## config.mk

```make
export PLATFORM = sky130hd
export DESIGN_NAME = utfh_decoder
export DESIGN_NICKNAME = d
export VERILOG_FILES = /design/src/rtl/core/utfh_pkg.sv /design/src/rtl/core/utfh_decoder.sv
export SDC_FILE = /design/constraint.sdc
export NUM_CORES = 1
export LEC_CHECK = 0
export BUFFER_PORTS_ARGS = -buffer_cell sky130_fd_sc_hd__buf_2
export CORE_UTILIZATION = 40
export DETAILED_ROUTE_END_ITERATION = 10
export SLEW_MARGIN = 20
export SYNTH_ARGS = -nofsm -noshare
export SYNTH_HDL_FRONTEND = slang
export SYNTH_SLANG_ARGS = --single-unit
```

## constraint.sdc

```tcl
create_clock -name clock -period 1.7 [get_ports clock]
set_clock_uncertainty 0.1 [all_clocks]
set_input_delay 0.085 -clock clock [delete_from_list [all_inputs] [get_ports clock]]
set_output_delay 0.085 -clock clock [all_outputs]
set_load 0.01 [all_outputs]
```

## src/rtl/core/utfh_pkg.sv

```systemverilog
// Package for the UTF-8 codepoint histogram: field widths, command and
// register codes, reset values and the decoder-to-core event type.
// No dependencies.
`default_nettype none

package utfh_pkg;

   localparam int CP_WIDTH            = 21;
   localparam int BYTE_WIDTH          = 8;
   localparam int INDEX_WIDTH         = 14;
   localparam int RSP_COUNT_WIDTH     = 32;
   localparam int CSR_INDEX_WIDTH     = 2;
   localparam int BIN_COUNT_DEFAULT   = 16384;
   localparam int COUNT_WIDTH_DEFAULT = 32;

   localparam logic CMD_FEED = 1'b0;
   localparam logic CMD_READ = 1'b1;

   localparam logic [CSR_INDEX_WIDTH-1:0] CSR_RANGE_FIRST = 2'd0;
   localparam logic [CSR_INDEX_WIDTH-1:0] CSR_RANGE_LAST  = 2'd1;

   localparam logic [CP_WIDTH-1:0] RANGE_FIRST_RESET = 21'h00AC00;
   localparam logic [CP_WIDTH-1:0] RANGE_LAST_RESET  = 21'h00D7A3;

   typedef struct packed {
      logic                valid;
      logic [CP_WIDTH-1:0] codepoint;
   } cp_evt_type;

endpackage

`default_nettype wire

```

## src/rtl/core/utfh_decoder.sv

```systemverilog
// UTF-8 byte decoder: rebuilds codepoints one byte per cycle and emits a
// registered event when a codepoint completes. Depends on utfh_pkg.
`default_nettype none

module utfh_decoder (
   input  wire logic                             clock,
   input  wire logic                             reset,
   input  wire logic                             feed_en,
   input  wire logic [utfh_pkg::BYTE_WIDTH-1:0]  text_byte,
   output utfh_pkg::cp_evt_type                  cp_evt
);

   import utfh_pkg::*;

   logic [1:0]          expect_ff, expect_in;
   logic [CP_WIDTH-1:0] partial_ff, partial_in;
   cp_evt_type          evt_ff, evt_in;

   always_comb begin
      expect_in  = expect_ff;
      partial_in = partial_ff;
      evt_in     = '0;
      if (feed_en) begin
         if (expect_ff == 2'd0) begin
            if (text_byte[7] == 1'b0) begin
               evt_in.valid     = 1'b1;
               evt_in.codepoint = CP_WIDTH'(text_byte);
            end else if (text_byte[7:5] == 3'b110) begin
               partial_in = CP_WIDTH'(text_byte[4:0]);
               expect_in  = 2'd1;
            end else if (text_byte[7:4] == 4'b1110) begin
               partial_in = CP_WIDTH'(text_byte[3:0]);
               expect_in  = 2'd2;
            end else begin
               partial_in = CP_WIDTH'(text_byte[2:0]);
               expect_in  = 2'd3;
            end
         end else begin
            partial_in = {partial_ff[CP_WIDTH-7:0], text_byte[5:0]};
            expect_in  = expect_ff - 2'd1;
            if (expect_ff == 2'd1) begin
               evt_in.valid     = 1'b1;
               evt_in.codepoint = partial_in;
            end
         end
      end
   end

   always_ff @(posedge clock) begin
      if (reset) begin
         expect_ff  <= 2'd0;
         partial_ff <= '0;
         evt_ff     <= '0;
      end else begin
         expect_ff  <= expect_in;
         partial_ff <= partial_in;
         evt_ff     <= evt_in;
      end
   end

   assign cp_evt = evt_ff;

endmodule

`default_nettype wire

```

==> results.py <==
metrics = {
    "status": {
        "run_status": "complete, no violations",
    },
    "yosys": {
        "synth-main-ff-cell": "sky130_fd_sc_hd__dfxtp_1",
        "postSynthCellCount": 113,
        "async_reset_ff_frac": 0,
        "synth.top_cells.by_count": "sky130_fd_sc_hd__dfxtp_1 (39), sky130_fd_sc_hd__and2_1 (20), sky130_fd_sc_hd__a22o_1 (10)",
        "ys_ff_latch": 39,
        "synth_nets": 124,
        "syn_avg_cell_area_um2": 11.5,
        "synth_most_common_cell": "sky130_fd_sc_hd__dfxtp_1",
        "synth_largest_area_cell": "sky130_fd_sc_hd__dfxtp_1",
        "post_synth_main_area_contributors": "sky130_fd_sc_hd__dfxtp_1 (60%), sky130_fd_sc_hd__and2_1 (9.7%), sky130_fd_sc_hd__a22o_1 (6.8%)",
        "number_of_enable_flip_flop_cells_after_synthesis": 0,
        "post_synth_num_cell_types": 31,
        "syn_area_um2": 1290,
        "post-synth-top-area-fraction": 0.603,
        "ys_seq_area_frac": 0.603,
        "yosys_warnings": 0,
    },
    "finish": {
        "layout.cell_area.non_filler_um2": 1680,
        "area_growth_pct": 29.7,
        "fillerInstances": 295,
        "num-nets-final": 168,
        "finalCoreUtilization": 0.550,
        "drive_gt1_frac": 0.285,
        "fin_cells": 202,
        "number_of_diodes": 0,
    },
    "setup_path": {
        "critPathSlowestCell": "sky130_fd_sc_hd__dfxtp_1",
        "critPathRequiredTime_ns": 1.89,
        "cp_data_arrival_time_ns": 1.69,
        "critical_path.max_stage_delay_ns": 0.55,
        "critical_path.endpoint_type": "flip-flop",
        "crit_chain": "nor2_1 -> nor3_2 -> a22o_1",
        "worst_setup_path_startpoint": "expect_ff[0]",
        "critical_path_class": "flip-flop to flip-flop",
        "cp-start-kind": "flip-flop",
        "critical_path.reg2reg.startpoint": "expect_ff[0]",
        "crit_path_max_fanout": 12,
    },
    "routing": {
        "top_layer_used": "met4",
        "wirelength_mm": 2.15,
        "wl_per_cell_um": 10.7,
        "detailedRoute.firstPassIterationCount": 4,
        "met1_length_mm": 1.00,
        "dr_wl_met3_um": 125,
        "number_of_vias_in_the_routed_layout": 964,
        "drt_first_iter_violations": 32,
        "vias_per_cell": 4.77,
        "route.detailed.drc": 0,
        "wl_met2_um": 990,
        "detail-route-antenna-nets": 0,
    },
    "min_path": {
        "hold_path_startpoint": "partial_ff[10]",
        "hold_class": "flip-flop to flip-flop",
    },
    "timing": {
        "hold_violations": 0,
        "timing.hold.ws_ns": 0.372,
        "layout_min_cycle_time_ns": 1.51,
        "drv_slew": 0,
        "final_critical_path_setup_slack_ns": 0.193,
        "layout_worst_path_cycle_share": 0.886,
        "setup-tns-final_ns": 0,
        "fmax_ghz": 0.664,
        "setup_viol_count_final": 0,
        "grt_setup_unrepaired": "false",
        "worst_pin_slew_ns": 0.605,
        "max-slew-margin-rel": 0.595,
    },
    "job": {
        "maxCapViolations": 0,
    },
    "power": {
        "power_density_nw_per_um2": 1090,
        "internal-power_mw": 1.45,
        "p_sw_mw": 0.379,
        "power.total_mw": 1.83,
        "ir_drop_v": 0.000700,
        "p_leak_nw": 0.745,
        "power.sequential.fraction": 0.520,
        "switching_share": 0.207,
        "relative_contribution_of_the_clock_network_to_total_power": 0.411,
        "p_comb_frac": 0.069,
    },
    "place": {
        "detailed_place.area_um2": 1470,
        "dp_worst_setup_slack_ns": 0.223,
        "dpl.cell_count": 184,
        "globalplace.congestion": 0.817,
        "dp_hpwl_mm": 1.51,
        "numPortBuffers": 32,
    },
    "floorplan": {
        "placeableCoreArea_um2": 3050,
        "num_rows": 20,
        "start_util": 0.424,
        "chip_height_um": 58.9,
        "die_x_um": 58.9,
        "dieArea_um2": 3470,
        "floorplan.io_pins": 33,
    },
    "clock_tree": {
        "clk_pin_slew_ns": 0.11,
        "cts_hold_repair.buffers": 10,
        "post_cts.repair.setup_buffers": 0,
        "cts-root-buf": "sky130_fd_sc_hd__clkbuf_4",
        "ctsResizeCount": 0,
        "cts.sinks": 39,
        "htree_levels": 2,
        "worstSkewPairLatency_ns": 0.34,
        "cts_inserted_buffers": 5,
        "max-clock-path-buffers": 2,
        "cts_tree": "yes",
    },
    "global_route": {
        "global_route.usage.total": 0.143,
        "antenna_found_initial": 0,
        "via_count_of_the_first_global_routing_pass": 741,
        "grt_first_pass_wirelength_mm": 3.42,
        "grt_max_degree": 15,
        "grt_overflow": 0,
    },
}
==> critical path: cells and delay by family (launching register included) <==
family / cells / cell delay, ns
and+or+nand+nor: 2 / 0.58
DFF: 1 / 0.55
AOI/OAI and AO/OA: 1 / 0.24
==> final timing paths <==
check | endpoint | slack, ns | cells past startpoint
worst min register to register | cp_evt[16] | 0.37 | 1
worst max register to register | partial_ff[12] | 0.19 | 3
worst max-delay path | partial_ff[12] | 0.19 | 3
worst min-delay path | cp_evt[16] | 0.37 | 1
==> power by group through the flow <==
| stage | clock network [mW] | registers (mW) | logic (mW) |
|---|---|---|---|
| after floorplan | 0 | 0.969 | 0.0804 |
| after global placement | 0 | 0.973 | 0.109 |
| after detailed placement | 0 | 0.973 | 0.111 |
| after CTS | 0.776 | 0.953 | 0.128 |
| after global routing | 0.811 | 0.956 | 0.141 |
| final | 0.752 | 0.953 | 0.127 |
==> layout make-up <==
type | instances | area, um2 | area share
sequential | 39 | 781 | 0.465
clock buffer | 5 | 37.5 | 0.0224
inverter | 3 | 11.3 | 0.00671
multi-input combinational | 66 | 467 | 0.278
timing repair buffer | 42 | 260 | 0.155
clock inverter | 3 | 67.6 | 0.0402
tap | 44 | 55.1 | 0.0328
==> cell usage in the layout (no fill, tap or decap), drive strengths merged, types with 3 or more instances in the layout <==
| cell type | Yosys | layout |
|---|---|---|
| dfxtp | 39 | 39 |
| nor2 | 9 | 9 |
| clkbuf | 0 | 5 |
| buf | 5 | 32 |
| o21ai | 3 | 3 |
| and2 | 20 | 20 |
| a22o | 10 | 10 |
| mux2i | 3 | 3 |
| dlygate4sd3 | 0 | 10 |
==> state kept, by name, indices dropped and copies added, names as in the netlist <==
| signal | flops |
|---|---|
| partial_ff | 15 |
| expect_ff | 2 |
| cp_evt | 22 |
==> logic make-up (layout without fill, tap and decap cells) <==
| logic type | after synthesis | in the layout | synth area share |
|---|---|---|---|
| flops | 39 | 39 | 0.603 |
| compound gates | 23 | 23 | 0.137 |
| buf+inv | 8 | 53 | 0.0367 |
| simple gates | 40 | 40 | 0.200 |
| mux | 3 | 3 | 0.0232 |
==> per-layer routing <==
layer | GRT usage | up-vias
met3 | 0.0659 | 5
met2 | 0.203 | 32
met4 | 0.0816 | 0
met1 | 0.177 | 438
li1 | - | 489
met5 | 0 | -
No activity file was read; power rests on OpenSTA's default activity.
